File: src/rtl/attribute_value_matcher_unit_defines.svh
// assertion macros for the attribute value matcher
// used by the files that carry concurrent assertions; no other dependencies
`ifndef ATTRIBUTE_VALUE_MATCHER_UNIT_DEFINES_SVH
`define ATTRIBUTE_VALUE_MATCHER_UNIT_DEFINES_SVH

// same-cycle implication, checked at every clock edge out of reset
`define AVM_ASSERT_NOW(label, clk, rst, ante, cons) \
   label: assert property (@(posedge clk) disable iff (rst) (ante) |-> (cons)) \
      else $error("avm assertion failed");

// next-cycle implication, checked at every clock edge out of reset
`define AVM_ASSERT_NEXT(label, clk, rst, ante, cons) \
   label: assert property (@(posedge clk) disable iff (rst) (ante) |=> (cons)) \
      else $error("avm assertion failed");

`endif

File: src/rtl/avm_pkg.sv
// shared constants, operator codes and control types of the attribute value matcher
// no dependencies
`timescale 1ns / 1ps
`default_nettype none

package avm_pkg;

   // needle store depth and derived widths
   localparam int NEEDLE_MAX = 16;
   localparam int LEN_W      = $clog2(NEEDLE_MAX + 1);
   localparam int POS_SAT    = NEEDLE_MAX + 1;
   localparam int POS_W      = $clog2(NEEDLE_MAX + 2);
   localparam int IDX_W      = (NEEDLE_MAX > 1) ? $clog2(NEEDLE_MAX) : 1;

   // separator bytes
   localparam logic [7:0] SPACE_BYTE = 8'h20;
   localparam logic [7:0] DASH_BYTE  = 8'h2D;

   // item commands
   localparam logic CMD_NEEDLE = 1'b0;
   localparam logic CMD_VALUE  = 1'b1;

   // match operators
   typedef enum logic [2:0] {
      OP_EQUALS    = 3'd0,
      OP_INCLUDES  = 3'd1,
      OP_DASH      = 3'd2,
      OP_PREFIX    = 3'd3,
      OP_SUFFIX    = 3'd4,
      OP_SUBSTRING = 3'd5
   } avm_op_type;

   // per-cycle control handed to the cells and the verdict logic
   typedef struct packed {
      logic       take;   // a value byte enters this cycle
      logic       clear;  // value state returns to its start
      logic [7:0] data;   // byte carried by the item
   } avm_cell_ctl_type;

endpackage

`default_nettype wire

File: src/rtl/avm_channels.sv
// valid/ready channel interfaces for request and response items
// no dependencies
`timescale 1ns / 1ps
`default_nettype none

// request channel: needle or value bytes
interface avm_req_if;
   logic       valid;
   logic       ready;
   logic       command;
   logic [7:0] data_byte;
   logic       no_byte;
   logic       last;

   modport source (output valid, command, data_byte, no_byte, last, input ready);
   modport sink   (input valid, command, data_byte, no_byte, last, output ready);
endinterface

// response channel: one match result per value
interface avm_rsp_if;
   logic valid;
   logic ready;
   logic matched;
   logic needle_overflow;

   modport source (output valid, matched, needle_overflow, input ready);
   modport sink   (input valid, matched, needle_overflow, output ready);
endinterface

`default_nettype wire

File: src/rtl/avm_cell.sv
// one cell of the matcher chain: a needle byte and a running substring flag
// depends on avm_pkg
`timescale 1ns / 1ps
`default_nettype none

module avm_cell (
   input  logic                      clock,
   input  logic                      reset,
   input  avm_pkg::avm_cell_ctl_type ctl,
   input  logic                      load_hit,
   input  logic                      prev_match,
   output logic                      byte_eq,
   output logic                      match,
   output logic                      match_nxt
);
   import avm_pkg::*;

   logic [7:0] needle_ff;
   logic       match_ff;
   logic       match_in;

   // needle byte, written once when its slot is loaded
   always_ff @(posedge clock) begin
      if (load_hit) begin
         needle_ff <= ctl.data;
      end
   end

   // byte compare against this cell's needle byte
   assign byte_eq = (ctl.data == needle_ff);

   // the newest bytes end with needle[0..this cell] when the neighbor held and this byte fits
   assign match_nxt = ctl.take ? (prev_match && byte_eq) : match_ff;
   assign match_in  = ctl.clear ? 1'b0 : match_nxt;

   always_ff @(posedge clock) begin
      if (reset) begin
         match_ff <= 1'b0;
      end else begin
         match_ff <= match_in;
      end
   end

   assign match = match_ff;

endmodule

`default_nettype wire

File: src/rtl/avm_verdict.sv
// value position, prefix, dash and token tracking plus the final operator decision
// depends on avm_pkg
`timescale 1ns / 1ps
`default_nettype none

module avm_verdict (
   input  logic                              clock,
   input  logic                              reset,
   input  avm_pkg::avm_cell_ctl_type         ctl,
   input  logic [avm_pkg::NEEDLE_MAX-1:0]    eq_vec,
   input  logic [avm_pkg::NEEDLE_MAX-1:0]    match_nxt_vec,
   input  logic [avm_pkg::LEN_W-1:0]         needle_len,
   input  avm_pkg::avm_op_type               op,
   output logic                              matched
);
   import avm_pkg::*;

   logic [POS_W-1:0] vp_ff, vp_in, vp_n;
   logic [POS_W-1:0] tp_ff, tp_in, tp_n;
   logic             pse_ff, pse_in, pse_n;
   logic             tse_ff, tse_in, tse_n;
   logic             tf_ff, tf_in, tf_n;
   logic             sf_ff, sf_in, sf_n;
   logic             ds_ff, ds_in, ds_n;

   logic [POS_W-1:0] len_pos;
   logic [LEN_W-1:0] len_m1;
   logic             len_nz;
   logic             tail_sel;
   logic             is_space;
   logic             tok_hit;
   logic             tok_final;
   logic             found;
   logic             eq_final;

   assign len_pos  = POS_W'(needle_len);
   assign len_nz   = (needle_len != '0);
   assign len_m1   = needle_len - LEN_W'(1);
   assign is_space = (ctl.data == SPACE_BYTE);

   // suffix test: the cell at the needle's end reports a full match
   assign tail_sel = len_nz && match_nxt_vec[len_m1[IDX_W-1:0]];

   // value position, prefix and dash
   always_comb begin
      vp_n  = vp_ff;
      pse_n = pse_ff;
      ds_n  = ds_ff;
      if (ctl.take) begin
         if (vp_ff < len_pos) begin
            if (!eq_vec[vp_ff[IDX_W-1:0]]) begin
               pse_n = 1'b0;
            end
         end else if ((vp_ff == len_pos) && (ctl.data == DASH_BYTE)) begin
            ds_n = 1'b1;
         end
         if (vp_ff < POS_W'(POS_SAT)) begin
            vp_n = vp_ff + POS_W'(1);
         end
      end
   end

   // token tracking, closed by a space
   assign tok_hit = (tp_ff != '0) && tse_ff && (tp_ff == len_pos);

   always_comb begin
      tp_n  = tp_ff;
      tse_n = tse_ff;
      tf_n  = tf_ff;
      if (ctl.take) begin
         if (is_space) begin
            tf_n  = tf_ff || tok_hit;
            tp_n  = '0;
            tse_n = 1'b1;
         end else begin
            if (tp_ff < len_pos) begin
               tse_n = tse_ff && eq_vec[tp_ff[IDX_W-1:0]];
            end else begin
               tse_n = 1'b0;
            end
            if (tp_ff < POS_W'(POS_SAT)) begin
               tp_n = tp_ff + POS_W'(1);
            end
         end
      end
   end

   assign sf_n = sf_ff || (ctl.take && tail_sel);

   // decision on the state after this item, with the open token closed
   assign tok_final = (tp_n != '0) && tse_n && (tp_n == len_pos);
   assign found     = tf_n || tok_final;
   assign eq_final  = pse_n && (vp_n == len_pos);

   always_comb begin
      unique case (op)
         OP_EQUALS:    matched = eq_final;
         OP_INCLUDES:  matched = found;
         OP_DASH:      matched = eq_final || (ds_n && pse_n);
         OP_PREFIX:    matched = len_nz && pse_n && (vp_n >= len_pos);
         OP_SUFFIX:    matched = tail_sel;
         OP_SUBSTRING: matched = sf_n;
         default:      matched = 1'b0;
      endcase
   end

   // next state, back to start on clear
   always_comb begin
      if (ctl.clear) begin
         vp_in  = '0;
         tp_in  = '0;
         pse_in = 1'b1;
         tse_in = 1'b1;
         tf_in  = 1'b0;
         sf_in  = 1'b0;
         ds_in  = 1'b0;
      end else begin
         vp_in  = vp_n;
         tp_in  = tp_n;
         pse_in = pse_n;
         tse_in = tse_n;
         tf_in  = tf_n;
         sf_in  = sf_n;
         ds_in  = ds_n;
      end
   end

   always_ff @(posedge clock) begin
      if (reset) begin
         vp_ff  <= '0;
         tp_ff  <= '0;
         pse_ff <= 1'b1;
         tse_ff <= 1'b1;
         tf_ff  <= 1'b0;
         sf_ff  <= 1'b0;
         ds_ff  <= 1'b0;
      end else begin
         vp_ff  <= vp_in;
         tp_ff  <= tp_in;
         pse_ff <= pse_in;
         tse_ff <= tse_in;
         tf_ff  <= tf_in;
         sf_ff  <= sf_in;
         ds_ff  <= ds_in;
      end
   end

endmodule

`default_nettype wire

File: src/rtl/attribute_value_matcher_unit.sv
// top level of the attribute value matcher: needle control, cell chain, result register
// depends on avm_pkg, avm_channels, avm_cell, avm_verdict and the assertion macro header
//
//   channel   dir   handshake      payload
//   req_chan  in    valid/ready    command, data_byte, no_byte, last
//   rsp_chan  out   valid/ready    matched, needle_overflow
//   csr_*     in    csr_we         csr_wdata = match operator
//
// one item per cycle while req_chan.ready is high; each value byte updates every cell of the chain in the same cycle
// a result leaves through a one-entry output register in the cycle after the value's last item
// req_chan.ready drops only while that register is full and rsp_chan.ready is low
// synchronous reset clears all control state; the needle store itself is not cleared
`timescale 1ns / 1ps
`default_nettype none
`include "attribute_value_matcher_unit_defines.svh"

module attribute_value_matcher_unit (
   input  logic       clock,
   input  logic       reset,
   avm_req_if.sink    req_chan,
   avm_rsp_if.source  rsp_chan,
   input  logic       csr_we,
   input  logic [2:0] csr_wdata
);
   import avm_pkg::*;

   avm_op_type        op_ff;
   logic              needle_open_ff, needle_open_in;
   logic [LEN_W-1:0]  needle_len_ff, needle_len_in;
   logic              ntl_ff, ntl_in;
   logic              rsp_valid_ff, rsp_valid_in;
   logic              rsp_matched_ff;
   logic              rsp_overflow_ff;

   logic              req_fire;
   logic              needle_fire;
   logic              value_fire;
   logic              result_fire;
   logic [LEN_W-1:0]  eff_len;
   logic              eff_ntl;
   logic              room;
   logic              verdict_matched;
   avm_cell_ctl_type  ctl;

   logic [NEEDLE_MAX-1:0] eq_vec;
   logic [NEEDLE_MAX-1:0] match_vec;
   logic [NEEDLE_MAX-1:0] match_nxt_vec;
   logic [NEEDLE_MAX-1:0] load_hit;

   // operator register
   always_ff @(posedge clock) begin
      if (reset) begin
         op_ff <= OP_EQUALS;
      end else if (csr_we) begin
         op_ff <= avm_op_type'(csr_wdata);
      end
   end

   // handshake
   assign req_chan.ready = !rsp_valid_ff || rsp_chan.ready;
   assign req_fire       = req_chan.valid && req_chan.ready;
   assign needle_fire    = req_fire && (req_chan.command == CMD_NEEDLE);
   assign value_fire     = req_fire && (req_chan.command == CMD_VALUE);
   assign result_fire    = value_fire && req_chan.last;

   // needle length and overflow, restarted by the first item of a new needle
   assign eff_len = needle_open_ff ? needle_len_ff : '0;
   assign eff_ntl = needle_open_ff ? ntl_ff : 1'b0;
   assign room    = (eff_len < LEN_W'(NEEDLE_MAX));

   always_comb begin
      needle_open_in = needle_open_ff;
      needle_len_in  = needle_len_ff;
      ntl_in         = ntl_ff;
      if (needle_fire) begin
         needle_len_in  = eff_len;
         ntl_in         = eff_ntl;
         needle_open_in = !req_chan.last;
         if (!req_chan.no_byte) begin
            if (room) begin
               needle_len_in = eff_len + LEN_W'(1);
            end else begin
               ntl_in = 1'b1;
            end
         end
      end else if (value_fire) begin
         needle_open_in = 1'b0;
      end
   end

   always_ff @(posedge clock) begin
      if (reset) begin
         needle_open_ff <= 1'b0;
         needle_len_ff  <= '0;
         ntl_ff         <= 1'b0;
      end else begin
         needle_open_ff <= needle_open_in;
         needle_len_ff  <= needle_len_in;
         ntl_ff         <= ntl_in;
      end
   end

   // chain control
   assign ctl.take  = value_fire && !req_chan.no_byte;
   assign ctl.clear = (needle_fire && !needle_open_ff) || result_fire;
   assign ctl.data  = req_chan.data_byte;

   // row of cells, each passing its substring flag to the next
   for (genvar j = 0; j < NEEDLE_MAX; j++) begin : g_cell
      assign load_hit[j] = needle_fire && !req_chan.no_byte && (eff_len == LEN_W'(j));

      if (j == 0) begin : g_head
         avm_cell u_cell (
            .clock      (clock),
            .reset      (reset),
            .ctl        (ctl),
            .load_hit   (load_hit[j]),
            .prev_match (1'b1),
            .byte_eq    (eq_vec[j]),
            .match      (match_vec[j]),
            .match_nxt  (match_nxt_vec[j])
         );
      end else begin : g_body
         avm_cell u_cell (
            .clock      (clock),
            .reset      (reset),
            .ctl        (ctl),
            .load_hit   (load_hit[j]),
            .prev_match (match_vec[j-1]),
            .byte_eq    (eq_vec[j]),
            .match      (match_vec[j]),
            .match_nxt  (match_nxt_vec[j])
         );
      end
   end

   // scalar tracking and operator decision
   avm_verdict u_verdict (
      .clock         (clock),
      .reset         (reset),
      .ctl           (ctl),
      .eq_vec        (eq_vec),
      .match_nxt_vec (match_nxt_vec),
      .needle_len    (needle_len_ff),
      .op            (op_ff),
      .matched       (verdict_matched)
   );

   // result register
   always_comb begin
      rsp_valid_in = rsp_valid_ff;
      if (result_fire) begin
         rsp_valid_in = 1'b1;
      end else if (rsp_chan.ready) begin
         rsp_valid_in = 1'b0;
      end
   end

   always_ff @(posedge clock) begin
      if (reset) begin
         rsp_valid_ff <= 1'b0;
      end else begin
         rsp_valid_ff <= rsp_valid_in;
      end
   end

   always_ff @(posedge clock) begin
      if (result_fire) begin
         rsp_matched_ff  <= verdict_matched && !ntl_ff;
         rsp_overflow_ff <= ntl_ff;
      end
   end

   assign rsp_chan.valid           = rsp_valid_ff;
   assign rsp_chan.matched         = rsp_matched_ff;
   assign rsp_chan.needle_overflow = rsp_overflow_ff;

   // checks
   `AVM_ASSERT_NEXT(a_result_follows, clock, reset, result_fire, rsp_valid_ff)
   `AVM_ASSERT_NOW(a_stall_blocks, clock, reset, rsp_valid_ff && !rsp_chan.ready,
                   !req_chan.ready)
   `AVM_ASSERT_NOW(a_overflow_full, clock, reset, ntl_ff, needle_len_ff == LEN_W'(NEEDLE_MAX))
   `AVM_ASSERT_NOW(a_overflow_no_match, clock, reset, rsp_valid_ff,
                   !(rsp_matched_ff && rsp_overflow_ff))

endmodule

`default_nettype wire

File: src/flat_wrapper.sv
// flat-port wrapper written by rule: the top's interface ports become plain ports
module attribute_value_matcher_unit_flat import avm_pkg::*;
  (clock, reset, csr_we, csr_wdata, req_chan_valid, req_chan_command, req_chan_data_byte, req_chan_no_byte, req_chan_last, req_chan_ready, rsp_chan_valid, rsp_chan_matched, rsp_chan_needle_overflow, rsp_chan_ready);
  avm_req_if req_chan_i ();
  avm_rsp_if rsp_chan_i ();
  input  logic clock;
  input  logic reset;
  input  logic csr_we;
  input  logic [2:0] csr_wdata;
  input wire logic [$bits(req_chan_i.valid)-1:0] req_chan_valid;
  input wire logic [$bits(req_chan_i.command)-1:0] req_chan_command;
  input wire logic [$bits(req_chan_i.data_byte)-1:0] req_chan_data_byte;
  input wire logic [$bits(req_chan_i.no_byte)-1:0] req_chan_no_byte;
  input wire logic [$bits(req_chan_i.last)-1:0] req_chan_last;
  output wire logic [$bits(req_chan_i.ready)-1:0] req_chan_ready;
  output wire logic [$bits(rsp_chan_i.valid)-1:0] rsp_chan_valid;
  output wire logic [$bits(rsp_chan_i.matched)-1:0] rsp_chan_matched;
  output wire logic [$bits(rsp_chan_i.needle_overflow)-1:0] rsp_chan_needle_overflow;
  input wire logic [$bits(rsp_chan_i.ready)-1:0] rsp_chan_ready;
  assign req_chan_i.valid = req_chan_valid;
  assign req_chan_i.command = req_chan_command;
  assign req_chan_i.data_byte = req_chan_data_byte;
  assign req_chan_i.no_byte = req_chan_no_byte;
  assign req_chan_i.last = req_chan_last;
  assign req_chan_ready = req_chan_i.ready;
  assign rsp_chan_valid = rsp_chan_i.valid;
  assign rsp_chan_matched = rsp_chan_i.matched;
  assign rsp_chan_needle_overflow = rsp_chan_i.needle_overflow;
  assign rsp_chan_i.ready = rsp_chan_ready;
  attribute_value_matcher_unit u_core (.clock(clock), .reset(reset), .req_chan(req_chan_i), .rsp_chan(rsp_chan_i), .csr_we(csr_we), .csr_wdata(csr_wdata));
endmodule
File: config.mk
export PLATFORM = sky130hd
export DESIGN_NAME = attribute_value_matcher_unit_flat
export DESIGN_NICKNAME = d
export VERILOG_FILES = /design/src/rtl/avm_pkg.sv /design/src/rtl/avm_channels.sv /design/src/rtl/avm_cell.sv /design/src/rtl/avm_verdict.sv /design/src/rtl/attribute_value_matcher_unit.sv /design/src/flat_wrapper.sv
export VERILOG_INCLUDE_DIRS = /design/src /design/src/rtl
export SDC_FILE = /design/constraint.sdc
export NUM_CORES = 1
export LEC_CHECK = 0
export BUFFER_PORTS_ARGS = -buffer_cell sky130_fd_sc_hd__buf_2
export CAP_MARGIN = 10
export CORE_MARGIN = 5
export CORE_UTILIZATION = 55
export CTS_BUF_LIST = sky130_fd_sc_hd__clkbuf_2
export CTS_CLUSTER_DIAMETER = 150
export DETAILED_ROUTE_END_ITERATION = 8
export GPL_TIMING_DRIVEN = 0
export PLACE_DENSITY = 0.72
export SYNTH_ARGS = -nofsm -noshare
export SYNTH_HDL_FRONTEND = slang
export SYNTH_SLANG_ARGS = --single-unit
File: constraint.sdc
create_clock -name clock -period 9 [get_ports clock]
set_clock_uncertainty 0.05 [all_clocks]
set_input_delay 1.8 -clock clock [delete_from_list [all_inputs] [get_ports clock]]
set_output_delay 1.8 -clock clock [all_outputs]
set_load 0.02 [all_outputs]
==> out/qor.csv, run 1 <==
metric;value;unit
arrival;5.86;ns
synth-edff-count;130;
pin_count_of_the_biggest_net_entering_global_routing;18;
dr.first_iter.drc_count;689;
ys_ff_latch;172;
ff_latch_area;4740;sq um
initial_cell_density_of_the_core;0.564;
fill_cells;1227;
cts.reportedPaths.clkPinSlew;0.27;ns
place.port_buffers;22;
worstSkewPairLatency;0.78;ns
ys.flop_type;sky130_fd_sc_hd__edfxtp_1;
antenna_found_initial;1;
grt_first_pass_wirelength;32.8;mm
crit_path_max_fanout;10;
place_congestion;0.881;
most_frequent_cells_in_the_layout;130 x sky130_fd_sc_hd__edfxtp_1, 71 x sky130_fd_sc_hd__xnor2_1, 67 x sky130_fd_sc_hd__xor2_1;
fp.coreArea;15300;sq um
placementRows;45;
max_freq;187;MHz
wl_met3;1.22;mm
setup_viol_count_final;0;
post_synthesis_net_count;792;
route.detailed.wl_per_inst;20.7;um
rsz0062_at_grt;false;
power_leakage;3.01;nW
most_common_cell_after_layout_fill_and_taps_aside;sky130_fd_sc_hd__edfxtp_1;
area_growth_syn_to_layout;7.35;%
final_hold_viols;0;
period_share;0.595;
netlist_instances;749;
ctsResizeCount;0;
vias;5988;
drtPass1Iterations;5;
die-width;135;um
synth.avg_cell_area;11.5;sq um
synth_async_sr_flop_share;0;
numCtsBuffers;17;
post_cts_hold_buffer_count;0;
number_of_sinks_driven_by_the_clock_tree;172;
synth.yosys.seq_area_share;0.551;
route.met2.wl;10.2;mm
dieHeight;135;um
post_synth_instance_area;8610;sq um
dieArea;18300;sq um
worst_ir_drop_on_vdd;132;uV
finalCriticalPeriod;5.36;ns
power_density;152;nW/um^2
post-route-drc-count;0;
post-layout-total-power;0.00140;W
ctsLongestPathBuffers;2;
path_cells;buf_2 > nor2b_1 > or3_1 > clkbuf_1 > clkbuf_1 > buf_1 > a21oi_1 > xnor2_1 > ha_1 > nand2b_1 > a21o_1 > a21o_1 > a21oi_1 > nor2b_1 > o311ai_0 > nor4_1 > a211oi_1 > o22ai_1;
top_signal_layer_used;met4;
nNetsFinal;833;
max_slew_margin;0.360;
route.detailed.vias_per_inst;5.89;
clock_tree.root_cell;sky130_fd_sc_hd__clkbuf_2;
finalWirelength;21.0;mm
critPathLaunchType;primary input;
critPathSlowestCell;sky130_fd_sc_hd__buf_1;
timing.critical_path.required;9.50;ns
first_global_vias;5891;
htree_num_levels;4;
globalRoute.totalOverflow;0;
yosysWarnings;0;
cts.repair_timing.setup_buffer_count;0;
fin_util;0.606;
final.setup.tns;0;ns
hold_path.class;reg -> reg;
status;completed;
groute.usage.overall;0.239;
ant_nets;0;
cts_tree;done;
place_hpwl;14.9;mm
end_kind;flop;
slew_viol_final;0;
timing_worst_slew_pin_value;0.953;ns
io-pin-count;23;
critical_path.max_stage_delay;0.53;ns
metal1_wirelength;8.94;mm
worst-setup-path-type;in -> reg;
post_route_cells_drive_above_1_share;0.0959;
area_of_the_multi_input_gates;3580;sq um
synthDistinctLibCells;66;
cap_violations;0;
## logic make-up after synthesis
group                      share of synthesized area
AOI/OAI and AO/OA                             0.0898
xor gates and xnor gates                       0.140
adders and majority gates                     0.0349
buffers and inverters                         0.0327
DFF                                            0.551
muxes                                         0.0153
and+or+nand+nor                                0.136
## registers in the layout (all words and copies together) (netlist names)
signal                                 cells
u_core.g_cell.g_head.u_cell.match          1
u_core.needle_len_ff                       5
u_core.ntl_ff                              1
u_core.needle_open_ff                      1
u_core.u_verdict.vp_ff                     5
u_core.rsp_chan.matched                    1
u_core.u_verdict.tf_ff                     1
u_core.u_verdict.ds_ff                     1
u_core.u_verdict.sf_ff                     1
u_core.u_verdict.tp_ff                     5
u_core.g_cell.g_body.u_cell.needle_ff    120
u_core.u_verdict.pse_ff                    1
u_core.g_cell.g_head.u_cell.needle_ff      8
u_core.rsp_chan.needle_overflow            1
u_core.rsp_chan.valid                      1
u_core.op_ff                               3
u_core.u_verdict.tse_ff                    1
u_core.g_cell.g_body.u_cell.match         15
## where the power goes
| part | total [W] | switching (W) | leakage [nW] | internal [W] |
|---|---|---|---|---|
| Sequential | 0.000859 | 0.00000351 | 1.51 | 0.000856 |
| Combinational | 0.000113 | 0.0000742 | 1.35 | 0.0000385 |
| Clock | 0.000429 | 0.000290 | 0.154 | 0.000139 |
## stage by stage
step | setup WS [ns] | area (sq um) | cells | hold WS [ns]
4_1_cts | 3.67 | 9240 | 1014 | 0.428
5_1_grt | 3.51 | 9240 | 1016 | 0.438
3_5_place_dp | 2.82 | 8980 | 982 | 0.402
6_report | 3.64 | 9240 | 1016 | 0.430
2_1_floorplan | 3.95 | 8610 | 749 | 0.381
3_3_place_gp | 2.87 | 8980 | 982 | 0.396
## synthesized netlist by cell type, types with 3 or more instances
cell                       count  area (sq um)
sky130_fd_sc_hd__o311ai_0      3          26.3
sky130_fd_sc_hd__o211ai_1      7          52.6
sky130_fd_sc_hd__edfxtp_1    130          3900
sky130_fd_sc_hd__or4_1         5          37.5
sky130_fd_sc_hd__nor3_1       17          85.1
sky130_fd_sc_hd__nor2_1       54           203
sky130_fd_sc_hd__a31oi_1       9          56.3
sky130_fd_sc_hd__nand2b_1      3          18.8
sky130_fd_sc_hd__or3_1         4          25.0
sky130_fd_sc_hd__o21ai_0      16          80.1
sky130_fd_sc_hd__xnor2_1      71           622
sky130_fd_sc_hd__a21o_1        3          22.5
sky130_fd_sc_hd__ha_1         24           300
sky130_fd_sc_hd__nand4_1      25           156
sky130_fd_sc_hd__buf_2         6          30.0
sky130_fd_sc_hd__nand3_1      15          75.1
sky130_fd_sc_hd__o21a_1        5          37.5
sky130_fd_sc_hd__and3_1        3          18.8
sky130_fd_sc_hd__nor2b_1      11          68.8
sky130_fd_sc_hd__nand2_1      48           180
sky130_fd_sc_hd__a21oi_1      27           135
sky130_fd_sc_hd__a211oi_1      5          37.5
sky130_fd_sc_hd__xor2_1       67           587
sky130_fd_sc_hd__mux2i_1       3          30.0
sky130_fd_sc_hd__inv_1        28           105
sky130_fd_sc_hd__mux4_2        4          90.1
sky130_fd_sc_hd__and2_1       13          81.3
sky130_fd_sc_hd__buf_1         3          11.3
sky130_fd_sc_hd__clkbuf_1     28           105
sky130_fd_sc_hd__nor4_1       20           125
sky130_fd_sc_hd__dfxtp_1      42           841
sky130_fd_sc_hd__or2_2         4          25.0
## metal layers
| layer | up-vias | track usage |
|---|---|---|
| met1 | 2920 | 0.315 |
| met3 | 50 | 0.0496 |
| met5 | - | 0 |
| met2 | 211 | 0.393 |
| met4 | 0 | 0.0885 |
| li1 | 2807 | - |
## area by class of cell
type,count,area share
antenna,2,0.000541
multi-input combinational,509,0.388
clock inverter,13,0.0172
tap,211,0.0286
timing repair buffer,22,0.0119
clock buffer,19,0.0103
buffer,40,0.0191
sequential,172,0.513
inverter,28,0.0114
## final timing paths
kind	endpoint	slack (ns)	depth (start not counted)	start
max	u_core.rsp_chan.matched$_DFFE_PP_	3.64	18	rsp_chan_ready
max reg2reg	u_core.rsp_chan.matched$_DFFE_PP_	4.36	17	u_core.rsp_chan.valid$_SDFFE_PP0P_
min reg2reg	u_core.g_cell[15].g_body.u_cell.match$_SDFF_PP0_	0.43	2	u_core.g_cell[15].g_body.u_cell.match$_SDFF_PP0_
min	u_core.g_cell[15].g_body.u_cell.match$_SDFF_PP0_	0.43	2	u_core.g_cell[15].g_body.u_cell.match$_SDFF_PP0_
## worst max-delay path, delay by kind of cell
family / cells / cell delay, ns
adders and majority gates: 1 / 0.30
buffers and inverters: 4 / 1.28
and+or+nand+nor: 5 / 0.78
xor gates and xnor gates: 1 / 0.31
AOI/OAI and AO/OA: 7 / 1.37
Note: power is estimated with default switching activity, not from simulation.
==> run 2, diff against run 1 <==
ABC_AREA = 1   (was unset)
clock period = 5.4 ns   (was 9 ns; I/O delays follow)
==> run 2 against run 1 <==
Via count is 7.3% higher. Combinational power is 110% higher. Sequential power grew 66%. Cell count grew 19%. Core utilization decreased by 0.49 points.
==> out/qor.csv, run 2 <==
metric;value;unit
status;completed;
cts_tree;done;
vias;6423;
most_common_cell_after_layout_fill_and_taps_aside;sky130_fd_sc_hd__nand2_1;
numCtsBuffers;17;
cpMostUsedCell;sky130_fd_sc_hd__nand2_1;
grt_first_pass_wirelength;32.1;mm
worst_ir_drop_on_vdd;414;uV
regMostFlops;u_core.g_cell.g_body.u_cell.needle_ff;
finalWirelength;20.7;mm
share_seq_of_total_power;0.606;
cts.repair_timing.setup_buffer_count;0;
placementRows;46;
critPathLaunchType;primary input;
period_share;0.677;
worstSkewPairLatency;0.73;ns
initial_cell_density_of_the_core;0.561;
switchingPower;0.000656;W
synth_async_sr_flop_share;0;
route.detailed.vias_per_inst;5.29;
timing_worst_slew_pin_value;1.15;ns
die-width;137;um
power.share.clock;0.294;
antenna_found_initial;1;
post_route_cells_drive_above_1_share;0.0873;
final_hold_viols;0;
drtPass1Iterations;6;
synth.avg_cell_area;9.45;sq um
place_congestion;0.971;
power_frac_comb;0.100;
rsz0062_at_grt;false;
post_cts_hold_buffer_count;0;
io-pin-count;23;
crit_path_max_fanout;10;
first_global_vias;5886;
ys.flop_type;sky130_fd_sc_hd__edfxtp_1;
globalRoute.totalOverflow;0;
most_frequent_cells_in_the_layout;219 x sky130_fd_sc_hd__nand2_1, 130 x sky130_fd_sc_hd__edfxtp_1, 116 x sky130_fd_sc_hd__nor2_1;
worst-setup-path-type;in -> reg;
ctsResizeCount;0;
worstSetupPathDepth;21;
dr.first_iter.drc_count;592;
hold_path.class;reg -> reg;
number_of_sinks_driven_by_the_clock_tree;172;
internal_power;0.00171;W
synth-edff-count;130;
fp.coreArea;15900;sq um
max_freq;274;MHz
route.detailed.wl_per_inst;17.1;um
slew_viol_final;0;
pin_count_of_the_biggest_net_entering_global_routing;19;
cts.reportedPaths.clkPinSlew;0.24;ns
place_hpwl;14.6;mm
worstHoldPathCells;2;
post_layout_cell_count;1214;
arrival;4.18;ns
switching_share;0.277;
netlist_instances;943;
dieHeight;137;um
power_density;248;nW/um^2
place_inst;1180;
final.setup.tns;0;ns
critPathSlowestCell;sky130_fd_sc_hd__clkbuf_1;
post-route-drc-count;0;
path_delay_family;simple AND/OR/NAND/NOR gates;
htree_num_levels;4;
place.port_buffers;21;
synth.yosys.seq_area_share;0.532;
post_synthesis_net_count;986;
finalCriticalPeriod;3.65;ns
max_slew_margin;0.231;
largest_register_ffs;120;
clock_tree.root_cell;sky130_fd_sc_hd__clkbuf_2;
nNetsFinal;1026;
ant_nets;0;
ctsLongestPathBuffers;2;
timing.critical_path.required;5.93;ns
setup_ws;1.75;ns
critical_path.max_stage_delay;0.33;ns
detailedPlace.worstSlack;1.09;ns
post_route_hold_slack;0.415;ns
setup_viol_count_final;0;
area_growth_syn_to_layout;7.06;%
synth.top_cell.area_share;0.438;
power_leakage;3.59;nW
cap_violations;0;
yosysWarnings;0;
synth_area_leaders;sky130_fd_sc_hd__edfxtp_1 44%, sky130_fd_sc_hd__xnor2_1 9.9%, sky130_fd_sc_hd__dfxtp_1 9.4%, sky130_fd_sc_hd__nand2_1 9.2%, sky130_fd_sc_hd__nor2_1 4.9%;
end_kind;flop;
placedInstanceArea;9290;sq um
timing.critical_path.buf_inv;5;
yosys.area.top_type;sky130_fd_sc_hd__edfxtp_1;
path_cells;buf_2 > inv_1 > nand4_4 > clkbuf_1 > nor2_1 > inv_1 > nor4_1 > xor2_1 > inv_1 > ha_1 > nand2_1 > nor2_1 > nand2_1 > o221a_2 > o21ai_0 > nand2_1 > o21ai_0 > nand3_1 > nand2_1 > a21oi_1 > a21oi_2;
yosysMostFrequentCell;sky130_fd_sc_hd__nand2_1;
ys_ff_latch;172;
groute.usage.overall;0.230;
final_cell_area;9550;sq um
worst_r2r_path_depth;20;
post_synth_instance_area;8920;sq um
synthDistinctLibCells;39;
synth_commonest_cells;219 x sky130_fd_sc_hd__nand2_1, 130 x sky130_fd_sc_hd__edfxtp_1, 116 x sky130_fd_sc_hd__nor2_1, 101 x sky130_fd_sc_hd__xnor2_1, 87 x sky130_fd_sc_hd__inv_1;
dieArea;18900;sq um
-- run 2: final timing paths --
path                                      startpoint                                 end  slack (ns)
setup / recovery                    req_chan_no_byte   u_core.rsp_chan.matched$_DFFE_PP_        1.75
hold / removal    u_core.u_verdict.pse_ff$_SDFF_PP1_  u_core.u_verdict.pse_ff$_SDFF_PP1_        0.41
setup reg to reg  u_core.rsp_chan.valid$_SDFFE_PP0P_   u_core.rsp_chan.matched$_DFFE_PP_        1.86
hold reg to reg   u_core.u_verdict.pse_ff$_SDFF_PP1_  u_core.u_verdict.pse_ff$_SDFF_PP1_        0.41
-- run 2: power by group through the flow --
stage	clock (W)	combinational [W]	sequential, W
3_5_place_dp	0	0.000235	0.00146
4_1_cts	0.000708	0.000236	0.00143
2_1_floorplan	0	0.000160	0.00146
3_3_place_gp	0	0.000232	0.00146
5_1_grt	0.000773	0.000261	0.00144
6_report	0.000696	0.000237	0.00143
-- run 2: stage by stage --
| step | power (W) | util |
|---|---|---|
| after floorplan | 0.00162 | - |
| after CTS | 0.00238 | 0.601 |
| after detailed placement | 0.00170 | 0.585 |
| final | 0.00237 | 0.601 |
| after global placement | 0.00169 | 0.585 |
| after global routing | 0.00247 | 0.601 |
-- run 2: cell families after synthesis --
kind of cell / count (synthesis) / synth area share
buf+inv: 117 / 0.0644
simple gates: 446 / 0.210
compound gates: 65 / 0.0428
fa+ha+maj: 24 / 0.0337
xor+xnor: 119 / 0.117
flops: 172 / 0.532
-- run 2: worst min-delay path, delay by kind of cell, from the launching register on --
kind             cells  cell delay, ns
DFF                  1            0.36
and+or+nand+nor      2            0.10
-- run 2: routing by layer --
layer	vias up	GRT usage	share of wire
li1	3186	-	-
met1	3017	0.304	0.43
met2	200	0.385	0.49
met3	20	0.0592	0.075
met4	0	0.0471	0.012
met5	-	0	0
-- run 2: cell type report --
| cell class | instances | area (sq um) |
|---|---|---|
| plain buffers | 28 | 240 |
| well taps | 216 | 270 |
| diodes | 2 | 5.00 |
| multi-input cells | 654 | 3600 |
| clock inverters | 14 | 159 |
| clock buffers | 18 | 90.1 |
| inverters | 89 | 334 |
| flip-flops and latches | 172 | 4740 |
| fillers | 1398 | 6340 |
| repair buffers | 21 | 105 |
